--- src/sfe_pkg.sv ---
`default_nettype none

package sfe_pkg;

    // one input item
    typedef struct packed {
        logic        kind;
        logic [31:0] frame_id;
        logic [15:0] frame_type;
        logic [15:0] payload_length;
        logic [7:0]  data_byte;
    } t_in_item;

    // one result item
    typedef struct packed {
        logic [7:0] out_byte;
        logic       frame_end;
        logic       run_last;
    } t_out_item;

    // byte index within the burst one item causes
    typedef logic [3:0] t_idx;

    // item kinds
    localparam logic KIND_HEADER  = 1'b0;
    localparam logic KIND_PAYLOAD = 1'b1;

    // burst layout
    localparam t_idx HDR_LAST_IDX = 4'd11;  // last header byte
    localparam t_idx HDR_CKS_IDX  = 4'd12;  // checksum after an empty frame
    localparam t_idx PAY_DATA_IDX = 4'd0;
    localparam t_idx PAY_CKS_IDX  = 4'd1;

    // frame start marker, sent first
    localparam logic [7:0] MAGIC [4] = '{8'h53, 8'h54, 8'h52, 8'h58};

    // work handed from the frame control to the byte sequencer
    typedef struct packed {
        logic        hdr;
        logic [31:0] frame_id;
        logic [15:0] frame_type;
        logic [15:0] payload_length;
        logic [7:0]  data_byte;
        logic [7:0]  cks;        // plain checksum, mask applied on the way out
        t_idx        last_idx;
    } t_job;

endpackage

`default_nettype wire

--- src/sfe_frame_ctl.sv ---
`default_nettype none

module sfe_frame_ctl (
    input  wire logic              i_clk,
    input  wire logic              i_rst_n,
    input  wire logic              i_accept,
    input  wire sfe_pkg::t_in_item i_item,
    output logic                   o_job_valid,
    output sfe_pkg::t_job          o_job
);

    logic [15:0] r_remain, n_remain;
    logic [7:0]  r_cks, n_cks;
    logic        r_open, n_open;
    logic [15:0] w_rem_dec;
    logic [7:0]  w_cks_fold;

    assign w_rem_dec  = r_remain - 16'd1;
    assign w_cks_fold = r_cks ^ i_item.data_byte;

    // frame state update and burst description for the accepted item
    always_comb begin
        n_remain    = r_remain;
        n_cks       = r_cks;
        n_open      = r_open;
        o_job_valid = 1'b0;
        o_job.hdr            = (i_item.kind == sfe_pkg::KIND_HEADER);
        o_job.frame_id       = i_item.frame_id;
        o_job.frame_type     = i_item.frame_type;
        o_job.payload_length = i_item.payload_length;
        o_job.data_byte      = i_item.data_byte;
        o_job.cks            = '0;
        o_job.last_idx       = sfe_pkg::PAY_DATA_IDX;
        if (i_item.kind == sfe_pkg::KIND_HEADER) begin
            o_job_valid = 1'b1;
            n_cks       = '0;
            if (i_item.payload_length == 16'd0) begin
                o_job.last_idx = sfe_pkg::HDR_CKS_IDX;
                n_remain       = '0;
                n_open         = 1'b0;
            end else begin
                o_job.last_idx = sfe_pkg::HDR_LAST_IDX;
                n_remain       = i_item.payload_length;
                n_open         = 1'b1;
            end
        end else if (r_open) begin
            o_job_valid = 1'b1;
            n_remain    = w_rem_dec;
            o_job.cks   = w_cks_fold;
            if (w_rem_dec == 16'd0) begin
                o_job.last_idx = sfe_pkg::PAY_CKS_IDX;
                n_open         = 1'b0;
                n_cks          = '0;
            end else begin
                n_cks = w_cks_fold;
            end
        end
    end

    // state registers, updated on each input transfer
    always_ff @(posedge i_clk) begin
        if (!i_rst_n) begin
            r_remain <= '0;
            r_cks    <= '0;
            r_open   <= 1'b0;
        end else if (i_accept) begin
            r_remain <= n_remain;
            r_cks    <= n_cks;
            r_open   <= n_open;
        end
    end

endmodule

`default_nettype wire

--- src/sfe_byte_seq.sv ---
`default_nettype none

module sfe_byte_seq (
    input  wire logic               i_clk,
    input  wire logic               i_rst_n,
    input  wire logic [7:0]         i_mask,
    input  wire logic               i_load,
    input  wire logic               i_job_valid,
    input  wire sfe_pkg::t_job      i_job,
    output logic                    o_take,
    output logic                    o_valid,
    input  wire logic               i_ready,
    output sfe_pkg::t_out_item      o_item
);

    logic               r_job_valid;
    sfe_pkg::t_job      r_job;
    sfe_pkg::t_idx      r_idx;
    logic               r_out_valid;
    sfe_pkg::t_out_item r_out;
    logic               w_out_adv;
    logic               w_at_last;
    logic [7:0]         w_byte;
    logic               w_end;

    assign w_out_adv = !r_out_valid || i_ready;
    assign w_at_last = (r_idx == r_job.last_idx);
    assign o_take    = !r_job_valid || (w_out_adv && w_at_last);
    assign o_valid   = r_out_valid;
    assign o_item    = r_out;

    // byte select for the current burst position
    always_comb begin
        w_byte = '0;
        w_end  = 1'b0;
        if (r_job.hdr) begin
            case (r_idx)
                4'd0, 4'd1, 4'd2, 4'd3: w_byte = sfe_pkg::MAGIC[r_idx[1:0]];
                4'd4:  w_byte = r_job.frame_id[7:0];
                4'd5:  w_byte = r_job.frame_id[15:8];
                4'd6:  w_byte = r_job.frame_id[23:16];
                4'd7:  w_byte = r_job.frame_id[31:24];
                4'd8:  w_byte = r_job.frame_type[7:0];
                4'd9:  w_byte = r_job.frame_type[15:8];
                4'd10: w_byte = r_job.payload_length[7:0];
                4'd11: w_byte = r_job.payload_length[15:8];
                sfe_pkg::HDR_CKS_IDX: begin
                    w_byte = r_job.cks ^ i_mask;
                    w_end  = 1'b1;
                end
                default: w_byte = '0;
            endcase
        end else begin
            case (r_idx)
                sfe_pkg::PAY_DATA_IDX: w_byte = r_job.data_byte ^ i_mask;
                sfe_pkg::PAY_CKS_IDX: begin
                    w_byte = r_job.cks ^ i_mask;
                    w_end  = 1'b1;
                end
                default: w_byte = '0;
            endcase
        end
    end

    // burst register: loaded on input transfer, stepped as bytes leave
    always_ff @(posedge i_clk) begin
        if (!i_rst_n) begin
            r_job_valid <= 1'b0;
            r_idx       <= '0;
        end else if (i_load) begin
            r_job_valid <= i_job_valid;
            r_idx       <= '0;
        end else if (r_job_valid && w_out_adv) begin
            r_idx <= r_idx + 4'd1;
            if (w_at_last) begin
                r_job_valid <= 1'b0;
            end
        end
    end

    always_ff @(posedge i_clk) begin
        if (i_load) begin
            r_job <= i_job;
        end
    end

    // output register
    always_ff @(posedge i_clk) begin
        if (!i_rst_n) begin
            r_out_valid <= 1'b0;
        end else if (w_out_adv) begin
            r_out_valid <= r_job_valid;
        end
    end

    always_ff @(posedge i_clk) begin
        if (w_out_adv && r_job_valid) begin
            r_out.out_byte  <= w_byte;
            r_out.frame_end <= w_end;
            r_out.run_last  <= w_at_last;
        end
    end

`ifndef SYNTHESIS
    // burst position never runs past its last byte
    a_idx_bound: assert property (@(posedge i_clk) disable iff (!i_rst_n)
        r_job_valid |-> (r_idx <= r_job.last_idx))
        else $error("burst index past last byte");

    // a checksum byte always closes the burst of its item
    a_end_last: assert property (@(posedge i_clk) disable iff (!i_rst_n)
        (r_out_valid && r_out.frame_end) |-> r_out.run_last)
        else $error("checksum byte not last of burst");

    // a new item is only taken once the current burst is fully handed on
    a_take_clean: assert property (@(posedge i_clk) disable iff (!i_rst_n)
        (o_take && r_job_valid) |-> (w_at_last && w_out_adv))
        else $error("burst overwritten before done");

    // a stalled result holds its value
    a_out_hold: assert property (@(posedge i_clk) disable iff (!i_rst_n)
        (r_out_valid && !i_ready) |=> (r_out_valid && $stable(r_out)))
        else $error("stalled result changed");
`endif

endmodule

`default_nettype wire

--- src/scrambled_frame_encoder_core.sv ---
// channel   | valid   | ready   | payload
// ----------+---------+---------+-------------------------------
// input     | i_valid | o_ready | i_item (sfe_pkg::t_in_item)
// output    | o_valid | i_ready | o_item (sfe_pkg::t_out_item)
// config    | i_cfg_we| -       | i_cfg_data (scramble mask)
//
// one result byte leaves per cycle while the output is not stalled; a payload item
// gives one byte, or two when it closes the frame, a header item gives 12 bytes,
// or 13 for an empty frame; the byte sequencer sends them through the output register.
// a payload item that finds no open frame is taken and gives nothing.
// reset is synchronous, active low; it closes any frame and sets the mask to 0x55.
// a stall on the output holds the result and backs up into o_ready.
`default_nettype none

module scrambled_frame_encoder_core (
    input  wire logic               i_clk,
    input  wire logic               i_rst_n,
    input  wire logic               i_valid,
    output logic                    o_ready,
    input  wire sfe_pkg::t_in_item  i_item,
    output logic                    o_valid,
    input  wire logic               i_ready,
    output sfe_pkg::t_out_item      o_item,
    input  wire logic               i_cfg_we,
    input  wire logic [7:0]         i_cfg_data
);

    logic [7:0]    r_scramble_mask;
    logic          w_in_acc;
    logic          w_job_valid;
    sfe_pkg::t_job w_job;

    assign w_in_acc = i_valid && o_ready;

    // scramble mask register
    always_ff @(posedge i_clk) begin
        if (!i_rst_n) begin
            r_scramble_mask <= 8'h55;
        end else if (i_cfg_we) begin
            r_scramble_mask <= i_cfg_data;
        end
    end

    // frame state and burst description
    sfe_frame_ctl u_frame_ctl (
        .i_clk       (i_clk),
        .i_rst_n     (i_rst_n),
        .i_accept    (w_in_acc),
        .i_item      (i_item),
        .o_job_valid (w_job_valid),
        .o_job       (w_job)
    );

    // byte sequencing and output register
    sfe_byte_seq u_byte_seq (
        .i_clk       (i_clk),
        .i_rst_n     (i_rst_n),
        .i_mask      (r_scramble_mask),
        .i_load      (w_in_acc),
        .i_job_valid (w_job_valid),
        .i_job       (w_job),
        .o_take      (o_ready),
        .o_valid     (o_valid),
        .i_ready     (i_ready),
        .o_item      (o_item)
    );

`ifndef SYNTHESIS
    // the mask holds its value unless a config write happened
    a_mask_hold: assert property (@(posedge i_clk) disable iff (!i_rst_n)
        (!$past(i_cfg_we) && $past(i_rst_n)) |-> $stable(r_scramble_mask))
        else $error("mask changed without a write");

    // a written mask reflects the written data
    a_mask_write: assert property (@(posedge i_clk) disable iff (!i_rst_n)
        i_cfg_we |=> (r_scramble_mask == $past(i_cfg_data)))
        else $error("mask write lost");

    // no result right after reset
    a_reset_quiet: assert property (@(posedge i_clk)
        !i_rst_n |=> !o_valid)
        else $error("result present after reset");
`endif

endmodule

`default_nettype wire
--- config.mk ---
export PLATFORM = sky130hd
export DESIGN_NAME = scrambled_frame_encoder_core
export DESIGN_NICKNAME = d
export VERILOG_FILES = /design/src/sfe_pkg.sv /design/src/sfe_frame_ctl.sv /design/src/sfe_byte_seq.sv /design/src/scrambled_frame_encoder_core.sv
export SDC_FILE = /design/constraint.sdc
export NUM_CORES = 1
export LEC_CHECK = 0
export ABC_AREA = 1
export BUFFER_PORTS_ARGS = -buffer_cell sky130_fd_sc_hd__clkbuf_2
export CAP_MARGIN = 15
export CELL_PAD_IN_SITES_DETAIL_PLACEMENT = 1
export CELL_PAD_IN_SITES_GLOBAL_PLACEMENT = 2
export CORE_MARGIN = 4
export CORE_UTILIZATION = 32
export CTS_CLUSTER_DIAMETER = 30
export CTS_CLUSTER_SIZE = 24
export DETAILED_ROUTE_END_ITERATION = 8
export PLACE_DENSITY = 0.75
export SETUP_SLACK_MARGIN = 0.5
export SLEW_MARGIN = 15
export SYNTH_ARGS = -nofsm -noshare
export SYNTH_HDL_FRONTEND = slang
export SYNTH_SLANG_ARGS = --single-unit
--- constraint.sdc ---
create_clock -name i_clk -period 3.02 [get_ports i_clk]
set_input_delay 0.302 -clock i_clk [delete_from_list [all_inputs] [get_ports i_clk]]
set_output_delay 0.302 -clock i_clk [all_outputs]
set_load 0.05 [all_outputs]
==> flow_summary.json <==
{
  "status": "finished clean",
  "combined_global_route_utilization_of_all_metal_layers_pct": 17.01,
  "timing_max_transition_violations_final": 0,
  "timing.setup.critical_path_class": "reg2reg",
  "timing.hold.worst.class": "in2reg",
  "detail_route.vias_per_cell": 4.704,
  "vias": 4878,
  "die_height_um": 147.9,
  "number_of_enable_type_register_cells_in_the_synthesized_netlist": 95,
  "post_synth.cell_area_avg_um2": 9.533,
  "synth.ff_latch_count": 134,
  "design.final.nets": 856,
  "timing.final.crit_period_ns": 2.286,
  "endpoint_class_of_the_critical_path": "flop",
  "timing.critical_path.arrival_ns": 2.60,
  "crit_path_start_kind": "flop",
  "clock-sinks": 134,
  "clkSlewWorstSetupHoldPaths_ns": 0.06,
  "fillerInstances": 2229,
  "setup_tns_ns": 0,
  "io-pin-count": 98,
  "maximum_number_of_pins_on_one_net_before_global_route_repair": 35,
  "max_slew_margin_pct": 53.32,
  "synthToLayoutAreaGrowth_pct": 23.01,
  "wire_length_of_the_first_global_routing_pass_mm": 28.95,
  "overflow": 0,
  "path_delay_family": "buffers and inverters",
  "count_of_different_cell_masters_after_synthesis": 39,
  "first_drt_pass_iteration_count": 5,
  "worstPathCellList": "xnor2_2 > nand4_1 > nand2_4 > nand2_4 > clkinvlp_4 > buf_12 > o21ai_1 > a21oi_1",
  "die_area_um2": 21880,
  "ir_worst_vdd_mv": 0.3342,
  "syn_inst": 657,
  "post-cts-setup-buffer-count": 0,
  "postCtsHoldBufs": 0,
  "holdWs_ns": 0.04805,
  "setup_viol": 0,
  "crit_slowest_cell": "sky130_fd_sc_hd__dfxtp_1",
  "utilization_pct": 40.65,
  "synth_warnings": 0,
  "cts_max_path_bufs": 2,
  "mostFrequentLayoutCell": "sky130_fd_sc_hd__nand2_1",
  "drt_wl_total_mm": 18.07,
  "cts-resized-gates": 0,
  "first_global_vias": 5226,
  "detail_route.iter0.violations": 258,
  "grt_setup_unrepaired": "false",
  "antenna_found_initial": 0,
  "mostFrequentLayoutCells": "sky130_fd_sc_hd__nand2_1 (135), sky130_fd_sc_hd__clkbuf_2 (97), sky130_fd_sc_hd__edfxtp_1 (95), sky130_fd_sc_hd__inv_1 (89), sky130_fd_sc_hd__nor2_1 (62)",
  "hold_viol": 0,
  "die_width_um": 147.9,
  "antenna_cells_inserted": 0,
  "critical-path-max-stage-delay_ns": 0.57,
  "wp_buf_inv": 2,
  "seq_area_frac_synth_pct": 58.01,
  "clock_skew_ns": 0.007394,
  "postSynthNetCount": 749,
  "floorplan.initialDensity_pct": 33.04,
  "crit_path_most_repeated_cell": "sky130_fd_sc_hd__nand2_4",
  "asyncSetResetFlopFracSynth_pct": 0,
  "io_buffers": 97,
  "floorplan.core_area_um2": 18960,
  "power_leakage_nw": 3.312,
  "critical_path_required_ns": 3.33,
  "place_congestion": 0.8100,
  "power.density_nw_per_um2": 663.5,
  "post_drt_wl_per_cell_um": 17.43,
  "rows": 50,
  "tritoncts": "built",
  "cts_root_buffer": "sky130_fd_sc_hd__clkbuf_16",
  "synth.cell_area_um2": 6264,
  "max_freq_mhz": 437.4,
  "antenna_left": 0,
  "largest_fanout_on_the_critical_path": 29,
  "cts-buffers-inserted": 17,
  "h-tree-depth": 4,
  "clock_latency_ns": 0.43,
  "half_perimeter_wire_length_of_the_detailed_placement_result_mm": 13.51,
  "layout-drive-gt1-share_pct": 22.01,
  "post-route-period-util_pct": 75.71,
  "maxCapViolations": 0,
  "residual_drc_count": 0,
  "worstMarginPinSlew_ns": 0.7002,
  "synth_ff_type": "sky130_fd_sc_hd__edfxtp_1"
}
layer usage:
layer  vias up  wire length (um)  track usage, %
li1       2400                 -               -
met1      2361              8147           21.82
met2        94              8906           28.47
met3        23               683           3.648
met4         0               335           6.097
met5         -                 0               0
kinds of logic (layout without fill, tap and decap cells):
logic type / count (synthesis) / in the layout / share of synthesized area, %
buffers and inverters: 109 / 229 / 7.051
adders and majority gates: 6 / 6 / 1.199
AOI/OAI and AO/OA: 120 / 120 / 11.07
DFF: 134 / 134 / 58.01
and+or+nand+nor: 257 / 257 / 18.10
xor gates and xnor gates: 31 / 31 / 4.574
area by class of cell:
cell class	instances	area, um^2	area share, %
timing repair buffer	103	555.5	7.210
clock buffer	18	429.2	5.570
tap	260	325.3	4.222
inverter	94	356.6	4.628
multi-input combinational	414	2201	28.56
clock inverter	14	197.7	2.566
sequential	134	3640	47.24
power by group:
group          internal (mW)  leakage (nW)  switching, mW
logic                  0.229          1.77          0.447
clock network           1.39         0.304          0.837
registers               2.13          1.24         0.0817
metrics by stage:
stage          power [mW]  cell area, um^2  instances  setup WS (ns)
3_5_place_dp        2.925             7078       1005         0.7038
6_report            5.112             7705       1037         0.7337
2_1_floorplan       2.688             6290        657         0.4332
3_3_place_gp        2.908             7078       1005         0.7893
4_1_cts             5.177             7705       1037         0.6921
5_1_grt             5.362             7705       1037         0.5243
flip-flops by register name, summed over array words and instances (netlist names):
name and flops:
r_scramble_mask 8, u_byte_seq.r_job_valid 1, u_byte_seq.r_job 85, u_frame_ctl.r_cks 8, u_frame_ctl.r_remain 16, u_byte_seq.o_valid 1
u_byte_seq.r_idx 4, u_byte_seq.o_item 10, u_frame_ctl.r_open 1
synth_stat cells (4+ instances only):
| master | instances | area share [%] |
|---|---|---|
| sky130_fd_sc_hd__nor2_4 | 4 | 0.72 |
| sky130_fd_sc_hd__xor2_1 | 16 | 2.2 |
| sky130_fd_sc_hd__clkbuf_1 | 7 | 0.42 |
| sky130_fd_sc_hd__ha_1 | 6 | 1.2 |
| sky130_fd_sc_hd__xnor2_1 | 13 | 1.8 |
| sky130_fd_sc_hd__nor2_1 | 62 | 3.7 |
| sky130_fd_sc_hd__o22ai_1 | 11 | 1.1 |
| sky130_fd_sc_hd__a221oi_1 | 8 | 1.1 |
| sky130_fd_sc_hd__nand4_1 | 7 | 0.70 |
| sky130_fd_sc_hd__nand3_1 | 24 | 1.9 |
| sky130_fd_sc_hd__o21ai_0 | 39 | 3.1 |
| sky130_fd_sc_hd__a21oi_1 | 49 | 3.9 |
| sky130_fd_sc_hd__nand2_1 | 136 | 8.2 |
| sky130_fd_sc_hd__dfxtp_1 | 39 | 12 |
| sky130_fd_sc_hd__inv_1 | 90 | 5.4 |
| sky130_fd_sc_hd__nand2_2 | 7 | 0.70 |
| sky130_fd_sc_hd__nor2_2 | 7 | 0.70 |
| sky130_fd_sc_hd__edfxtp_1 | 95 | 46 |
final timing paths:
| kind | startpoint | endpoint | slack, ns | depth (start not counted) |
|---|---|---|---|---|
| setup / recovery | u_byte_seq.r_idx[3] | u_frame_ctl.r_open | 0.73 | 8 |
| hold / removal | i_item[38] | u_byte_seq.r_job[50] | 0.05 | 1 |
| setup reg to reg | u_byte_seq.r_idx[3] | u_frame_ctl.r_open | 0.73 | 8 |
| hold reg to reg | u_frame_ctl.r_cks[7] | u_frame_ctl.r_cks[7] | 0.48 | 2 |
Note: power is estimated with default switching activity, not from simulation.
